## src/design/sc2asc_pkg.sv

```systemverilog
// Package for the scan code decoder: key codes, glyph tables and the decode result type.
`default_nettype none

package sc2asc_pkg;

  // Scan codes (set 1) that the decoder treats specially.
  localparam logic [7:0] CodeLshiftMake  = 8'h2A;
  localparam logic [7:0] CodeRshiftMake  = 8'h36;
  localparam logic [7:0] CodeLshiftBreak = 8'hAA;
  localparam logic [7:0] CodeRshiftBreak = 8'hB6;
  localparam logic [7:0] CodeCapsMake    = 8'h3A;

  // Kind codes carried on tuser.
  localparam logic KindAscii = 1'b0;
  localparam logic KindRaw   = 1'b1;

  // Outcome of decoding one scan code against the current modifier flags.
  typedef struct packed {
    logic       has_result;
    logic       kind;
    logic [7:0] value;
    logic       shift_nxt;
    logic       caps_nxt;
  } xlate_res_t;

  // Unshifted glyph of a make code below 0x40; zero means no character.
  function automatic logic [7:0] plain_glyph(input logic [5:0] code);
    logic [7:0] g;
    unique case (code)
      6'h02: g = "1";
      6'h03: g = "2";
      6'h04: g = "3";
      6'h05: g = "4";
      6'h06: g = "5";
      6'h07: g = "6";
      6'h08: g = "7";
      6'h09: g = "8";
      6'h0A: g = "9";
      6'h0B: g = "0";
      6'h0C: g = "-";
      6'h10: g = "q";
      6'h11: g = "w";
      6'h12: g = "e";
      6'h13: g = "r";
      6'h14: g = "t";
      6'h15: g = "y";
      6'h16: g = "u";
      6'h17: g = "i";
      6'h18: g = "o";
      6'h19: g = "p";
      6'h1A: g = "[";
      6'h1B: g = "]";
      6'h1C: g = 8'h0A;
      6'h1E: g = "a";
      6'h1F: g = "s";
      6'h20: g = "d";
      6'h21: g = "f";
      6'h22: g = "g";
      6'h23: g = "h";
      6'h24: g = "j";
      6'h25: g = "k";
      6'h26: g = "l";
      6'h27: g = ";";
      6'h2C: g = "z";
      6'h2D: g = "x";
      6'h2E: g = "c";
      6'h2F: g = "v";
      6'h30: g = "b";
      6'h31: g = "n";
      6'h32: g = "m";
      6'h33: g = ",";
      6'h34: g = ".";
      6'h35: g = "/";
      6'h39: g = " ";
      default: g = 8'h00;
    endcase
    return g;
  endfunction

  // Shifted glyph of a make code below 0x40; zero means no character.
  function automatic logic [7:0] shifted_glyph(input logic [5:0] code);
    logic [7:0] g;
    unique case (code)
      6'h02: g = "!";
      6'h03: g = "@";
      6'h04: g = "#";
      6'h05: g = "$";
      6'h06: g = "%";
      6'h07: g = "^";
      6'h08: g = "&";
      6'h09: g = "*";
      6'h0A: g = "(";
      6'h0B: g = ")";
      6'h0C: g = "_";
      6'h10: g = "Q";
      6'h11: g = "W";
      6'h12: g = "E";
      6'h13: g = "R";
      6'h14: g = "T";
      6'h15: g = "Y";
      6'h16: g = "U";
      6'h17: g = "I";
      6'h18: g = "O";
      6'h19: g = "P";
      6'h1A: g = "{";
      6'h1B: g = "}";
      6'h1C: g = 8'h0A;
      6'h1E: g = "A";
      6'h1F: g = "S";
      6'h20: g = "D";
      6'h21: g = "F";
      6'h22: g = "G";
      6'h23: g = "H";
      6'h24: g = "J";
      6'h25: g = "K";
      6'h26: g = "L";
      6'h27: g = ":";
      6'h2C: g = "Z";
      6'h2D: g = "X";
      6'h2E: g = "C";
      6'h2F: g = "V";
      6'h30: g = "B";
      6'h31: g = "N";
      6'h32: g = "M";
      6'h33: g = "<";
      6'h34: g = ">";
      6'h35: g = "?";
      6'h39: g = " ";
      default: g = 8'h00;
    endcase
    return g;
  endfunction

endpackage

`default_nettype wire

```

## src/design/sc2asc_xlate.sv

```systemverilog
// Combinational decode of one scan code into a character, a raw code or a modifier update.
`default_nettype none

module sc2asc_xlate
  import sc2asc_pkg::*;
(
  input  wire logic [7:0] code,
  input  wire logic       shift_held,
  input  wire logic       caps_lock_on,
  output xlate_res_t      res
);

  logic [7:0] lo;
  logic [7:0] hi;
  logic       is_letter;
  logic       upper;

  // Table lookups only apply to codes below 0x40.
  always_comb begin
    lo = (code[7:6] == 2'b00) ? plain_glyph(code[5:0]) : 8'h00;
    hi = (code[7:6] == 2'b00) ? shifted_glyph(code[5:0]) : 8'h00;
    is_letter = (lo >= "a") && (lo <= "z");
    upper = is_letter ? (shift_held ^ caps_lock_on) : shift_held;
  end

  // Modifiers first, then break codes, then translated or raw make codes.
  always_comb begin
    res.has_result = 1'b0;
    res.kind       = KindAscii;
    res.value      = code;
    res.shift_nxt  = shift_held;
    res.caps_nxt   = caps_lock_on;
    priority if (code == CodeLshiftMake || code == CodeRshiftMake) begin
      res.shift_nxt = 1'b1;
    end else if (code == CodeLshiftBreak || code == CodeRshiftBreak) begin
      res.shift_nxt = 1'b0;
    end else if (code == CodeCapsMake) begin
      res.caps_nxt = ~caps_lock_on;
    end else if (code[7]) begin
      res.has_result = 1'b0;
    end else if (lo == 8'h00) begin
      res.has_result = 1'b1;
      res.kind       = KindRaw;
      res.value      = code;
    end else begin
      res.has_result = 1'b1;
      res.kind       = KindAscii;
      res.value      = upper ? hi : lo;
    end
  end

endmodule

`default_nettype wire

```

## src/design/scancode_to_ascii_decoder.sv

```systemverilog
// Top level of the scan code (set 1) to ASCII decoder.
//
// Usage: scan code bytes enter on the in_ stream, one byte per transfer.
// Each byte yields zero or one result on the out_ stream: out_tdata holds
// the character or the raw code, out_tuser tells which. Shift make and break
// codes and the caps-lock make code update the modifier flags and yield no
// result, as do all other break codes.
// A byte waits in the input register while it is decoded; its result then
// waits in the result register until it transfers. Throughput is one byte
// per cycle while the receiver keeps out_tready high, set by the single
// decode step between the two registers; the modifier flags are updated in
// that same step, so a byte sees the flags left by the byte before it.
// Reset (rst_n low, synchronous) empties both registers and clears shift
// and caps lock. When the receiver holds out_tready low the result waits in
// its register, the input register fills behind it and in_tready falls.
`default_nettype none

module scancode_to_ascii_decoder
  import sc2asc_pkg::*;
(
  input  wire logic       clk,
  input  wire logic       rst_n,
  input  wire logic       in_tvalid,
  output logic            in_tready,
  input  wire logic [7:0] in_tdata,   // [7:0] scan_code
  output logic            out_tvalid,
  input  wire logic       out_tready,
  output logic [7:0]      out_tdata,  // [7:0] value
  output logic [0:0]      out_tuser   // [0] kind
);

  logic       in_valid_r;
  logic [7:0] in_code_r;
  logic       out_valid_r;
  logic       out_kind_r;
  logic [7:0] out_value_r;
  logic       shift_r;
  logic       caps_r;
  logic       out_free;
  logic       advance;
  xlate_res_t res;

  // Decode of the byte waiting in the input register.
  sc2asc_xlate u_xlate (
    .code         (in_code_r),
    .shift_held   (shift_r),
    .caps_lock_on (caps_r),
    .res          (res)
  );

  // The result register can take a new entry when empty or being drained.
  assign out_free  = !out_valid_r || out_tready;
  assign advance   = in_valid_r && out_free;
  assign in_tready = !in_valid_r || advance;

  // Input register.
  always_ff @(posedge clk) begin
    if (!rst_n) begin
      in_valid_r <= 1'b0;
    end else if (in_tready) begin
      in_valid_r <= in_tvalid;
    end
  end

  always_ff @(posedge clk) begin
    if (in_tready && in_tvalid) begin
      in_code_r <= in_tdata;
    end
  end

  // Result register and modifier flags, updated as the byte leaves the input register.
  always_ff @(posedge clk) begin
    if (!rst_n) begin
      out_valid_r <= 1'b0;
      shift_r     <= 1'b0;
      caps_r      <= 1'b0;
    end else if (advance) begin
      out_valid_r <= res.has_result;
      shift_r     <= res.shift_nxt;
      caps_r      <= res.caps_nxt;
    end else if (out_tready) begin
      out_valid_r <= 1'b0;
    end
  end

  always_ff @(posedge clk) begin
    if (advance) begin
      out_kind_r  <= res.kind;
      out_value_r <= res.value;
    end
  end

  assign out_tvalid   = out_valid_r;
  assign out_tdata    = out_value_r;
  assign out_tuser[0] = out_kind_r;

endmodule

`default_nettype wire

```

## config.mk

```make
export PLATFORM = sky130hd
export DESIGN_NAME = scancode_to_ascii_decoder
export DESIGN_NICKNAME = d
export VERILOG_FILES = /design/src/design/sc2asc_pkg.sv /design/src/design/sc2asc_xlate.sv /design/src/design/scancode_to_ascii_decoder.sv
export SDC_FILE = /design/constraint.sdc
export NUM_CORES = 1
export LEC_CHECK = 0
export BUFFER_PORTS_ARGS = -buffer_cell sky130_fd_sc_hd__buf_2
export CORE_UTILIZATION = 38
export DETAILED_ROUTE_END_ITERATION = 7
export GPL_TIMING_DRIVEN = 0
export PLACE_DENSITY = 0.54
export REMOVE_ABC_BUFFERS = 1
export SLEW_MARGIN = 20
export SYNTH_ARGS = -nofsm -noshare
export SYNTH_HDL_FRONTEND = slang
export SYNTH_SLANG_ARGS = --single-unit
```

## constraint.sdc

```tcl
create_clock -name clk -period 4.1 [get_ports clk]
set_input_delay 0.82 -clock clk [delete_from_list [all_inputs] [get_ports clk]]
set_output_delay 0.82 -clock clk [all_outputs]
set_load 0.05 [all_outputs]
```

### Word-level counts from Yosys, hierarchy flattened

Memories as Yosys holds them, arrays and structs flattened. A register that Yosys moved wholly into a read port is not among the register bits.
Cells that the tools add are included.

| operators by class | value |
|---|---|
| $lt $le $gt $ge | 2 |
| equality and inequality tests | 5 |
| muxes and demuxes | 16 |
| bitwise operators | 4 |
| reduce and logical (&&, ||, !) cells | 16 |

Operators by type and width:

| operator | number |
|---|---|
| 10-bit 2-to-1 mux | 3 |
| 8-bit by 6-bit == test with 1-bit output, second input constant | 3 |
| 8-bit 2-to-1 mux | 3 |
| 9-bit 2-to-1 mux | 2 |
| 8-bit == test, second input constant | 2 |
| 6-bit 2-to-1 mux | 2 |
| 8-bit by 7-bit greater-or-equal comparator with 1-bit output, second input constant | 1 |
| 8-bit by 7-bit less-or-equal comparator with 1-bit output, second input constant | 1 |
| 8-bit zero test | 1 |
| 1-bit 2-to-1 mux | 6 |
| 1-bit logical OR | 4 |
| 4-bit AND reduction | 1 |
| 2-bit nonzero test | 2 |
| 4-bit OR reduction | 1 |
| 1-bit logical AND | 3 |
| 1-bit NOT | 3 |
| 1-bit zero test | 2 |
| 2-bit zero test | 1 |
| 2-bit AND reduction | 1 |
| 1-bit XOR | 1 |

| storage, ports and cells | value |
|---|---|
| register bits after elaboration | 21 |
| memory bits (read-only) | 896 |
| output and inout port bits | 11 |
| word-level logic and storage cells | 52 |
| memories kept | 2 |

Memories:

| name | words | bits a word | rd ports | clocked after memory_dff | write ports | line | text |
|---|---|---|---|---|---|---|---|
| (name not given) | 64 | 7 | 1 | 1 | 0 | sc2asc_pkg.sv:29 | `unique case (code)` |
| (name not given) | 64 | 7 | 1 | 1 | 0 | sc2asc_pkg.sv:83 | `unique case (code)` |

### Logic depth before layout (Yosys ltp)

| logic depth | value |
|---|---|
| depth in word-level cells | 12 |
| mapped depth | 12 |
| gate-level depth less buffers | 10 |

### By module

Synthesis repeated with hierarchy kept, for this count alone.

| unflattened totals | value |
|---|---|
| cell total of the unflattened synthesis | 244 |
| area, all modules | 2,153.3 um2 |

Modules (own cells, without submodules):

| module | times used | cells an instance | area each (um2) | sequential area each (um2) |
|---|---|---|---|---|
| sc2asc_xlate | 1 | 209 | 1,467.7 | 0.0 |
| scancode_to_ascii_decoder | 1 | 35 | 685.7 | 590.6 |

### Worst setup path after synthesis

OpenSTA, ideal clock, no wires.

| timing | value |
|---|---|
| path type | input to register |
| start point | input port out_tready |
| end point | register with a tool-made name |
| arrival time | 3.141 ns |
| path slack | 0.819 ns |
| stages on the path | 11 |
| buffers on the path | 1 |
| cells stage by stage | and3b_1 -> buf_6 -> nor2_2 -> mux2_2 -> inv_1 -> ha_1 -> inv_1 -> o31ai_1 -> a211oi_1 -> o31ai_1 -> o311ai_1 |

RTL lines:

| item | line | text |
|---|---|---|
| start, declared | scancode_to_ascii_decoder.sv:27 | `input wire logic out_tready,` |

==> run_results.csv <==
group,metric,value,unit
timing,tns,0,ns
logic_synthesis,syn_area_per_cell,9.35,um^2
clocking,ctsResizeCount,0,
logic_synthesis,yosys.area.top_type,"edfxtp_1",
route,drt-initial-drc-count,147,
finish,drive_gt1_share,17.3,%
place,place_congestion,0.879,
global_routing,antenna_found_initial,0,
timing,finalHoldViolations,0,
logic_synthesis,ys_seq_area_share,35.8,%
floorplan,ioPinCount,23,
logic_synthesis,async_flop_share,0,%
finish,n_antenna_cell,0,
logic_synthesis,synth_cell_types,66,
critical_path,crit_fanout,14,
clocking,cts_hold_buf,0,
critical_path,crit_required,4.21,ns
finish,register_area,851,um^2
logic_synthesis,synth_edf_count,17,
route,drc,0,
floorplan,start_util,39.6,%
power,p_total,884,uW
floorplan,core,5990,um^2
run_status,status,"finished, final reports clean",
route,routedWlPerCell,17.6,um
floorplan,rows,28,
logic_synthesis,synth_area_leaders,"edfxtp_1 (21%), dfxtp_1 (14%), ha_1 (5.3%)",
global_routing,grt_overflow_total,0,
logic_synthesis,synth_top_flop_cell,"edfxtp_1",
worst_hold_path,hold_path.class,"reg -> reg",
timing,fmax,262,MHz
clocking,clock_path_buffers,2,
place,io_buffers,22,
timing,finalSetupViolCount,0,
clocking,root_buffer,"clkbuf_8",
clocking,htreeDepth,2,
timing,fin_crit_sh,93.2,%
route,vias_per_cell,5.96,
timing,skew,0.0102,ns
route,wirelength,6.09,mm
clocking,cts.clk_slew.worst_paths,0.08,ns
global_routing,track_usage,20.1,%
power,ir_drop,156,uV
route,drtAntennaViolNets,0,
clocking,tritoncts,"done",
critical_path,critPathCaptureType,"register",
logic_synthesis,synth_cells,254,
floorplan,die_height,81.1,um
critical_path,critPathKind,"in -> reg",
logic_synthesis,netlist.area_leader.share,21.5,%
logic_synthesis,syn_area,2370,um^2
timing,slew_headroom,46.8,%
timing,final_max_slew_viol_count,0,
power,powerDensity,342,nW/um^2
finish,syn2layout_area_growth,8.90,%
timing,tightest_slew,0.795,ns
route,vias,2068,
logic_synthesis,synth-seq-cells,34,
clocking,numCtsBuffers,5,
flow_run,drv_cap,0,
timing,layout_min_cycle_time,3.82,ns
global_routing,grt_pass1_vias,1909,
finish,layout_common_cells,"buf_2 (22), a21oi_1 (21), o21ai_0 (21)",
global_routing,grt_max_degree,19,
floorplan,dieArea,6570,um^2
finish,fillers,593,
critical_path,start_kind,"input port",
timing,rsz0062_at_grt,"false",
route,dr.pass1.iters,4,
power,leakage,1.01,nW
finish,design.final.nets,293,
logic_synthesis,ys_warn_count,0,
finish,multi_input_area,1400,um^2
place,hpwl,4.40,mm
global_routing,grt_pass1_wl,9.93,mm
finish,mostFrequentLayoutCell,"buf_2",
floorplan,die_w,81.1,um
critical_path,arrival,3.93,ns
clocking,cts_sinks,34,
clocking,clk_latency,0.28,ns
clocking,post_cts_buffers,0,
==> routing by layer <==
layer	share of wire, %	GRT usage (%)
met2	46	32.1
met4	1.4	5.71
met3	4.6	2.70
met5	0	0
met1	48	28.2
==> path summary, 6_finish.rpt <==
kind                                  from          to  slack [ns]  depth (start not counted)
worst max-delay path            out_tready    register        0.28                         11
worst min-delay path            in_valid_r  out_tvalid        0.50                          2
worst max register to register  out_tvalid    register        0.54                         10
worst min register to register  in_valid_r  out_tvalid        0.50                          2
==> where the power goes <==
| part | leakage [nW] | total, mW | switching, mW | internal [mW] |
|---|---|---|---|---|
| registers | 0.305 | 0.413 | 0.0205 | 0.393 |
| logic | 0.662 | 0.234 | 0.152 | 0.0818 |
| clock network | 0.0450 | 0.237 | 0.119 | 0.118 |
| total | 1.01 | 0.884 | 0.292 | 0.592 |
==> through the flow <==
stage               hold WS, ns  util (%)  area, um^2  instances  setup WS, ns
finish                    0.502      43.2        2590        347         0.279
global route              0.547      43.2        2590        347        0.0803
CTS                       0.513      43.1        2580        347         0.391
detailed placement        0.514      41.7        2500        339        0.0960
global placement          0.504      41.7        2500        339        0.0579
floorplan                 0.464         -        2290        242         0.795
==> synth_stat cells, drive strengths merged, types with 3 or more instances <==
library cell  count
a211o             3
a211oi            5
a21boi            4
a21oi            22
a31oi             5
a32oi             3
buf              10
dfxtp            17
edfxtp           17
ha               10
inv              12
mux2              5
mux2i            12
nand2            16
nand2b            5
nand3            10
nand4             4
nor2             10
nor2b             3
nor3              8
o211ai            5
o21ai            23
o22ai             4
o311ai            3
o31ai             5
==> critical path: stages <==
cell and delay (ns):
buf_2 0.10, and3b_1 0.32, nor2_2 0.63, mux2_2 0.53
inv_1 0.21, ha_1 0.33, inv_1 0.11, a21oi_1 0.32
a211oi_1 0.09, o21ai_0 0.32, a32oi_1 0.16
==> final cells by class <==
| cell class | count | share of cell area (%) |
|---|---|---|
| Inverter | 12 | 2.03 |
| Clock inverter | 2 | 0.387 |
| Clock buffer | 6 | 2.81 |
| Sequential cell | 34 | 32.9 |
| Multi-Input combinational cell | 196 | 54.0 |
| Tap cell | 75 | 3.63 |
| Timing Repair Buffer | 22 | 4.26 |
==> cells by family after synthesis <==
kind of cell | synth area share (%)
muxes | 7.43
xor gates and xnor gates | 1.05
adders and majority gates | 5.27
buffers and inverters | 5.64
and+or+nand+nor | 16.4
DFF | 35.8
AOI/OAI and AO/OA | 28.4
Note: power is estimated with default switching activity, not from simulation.
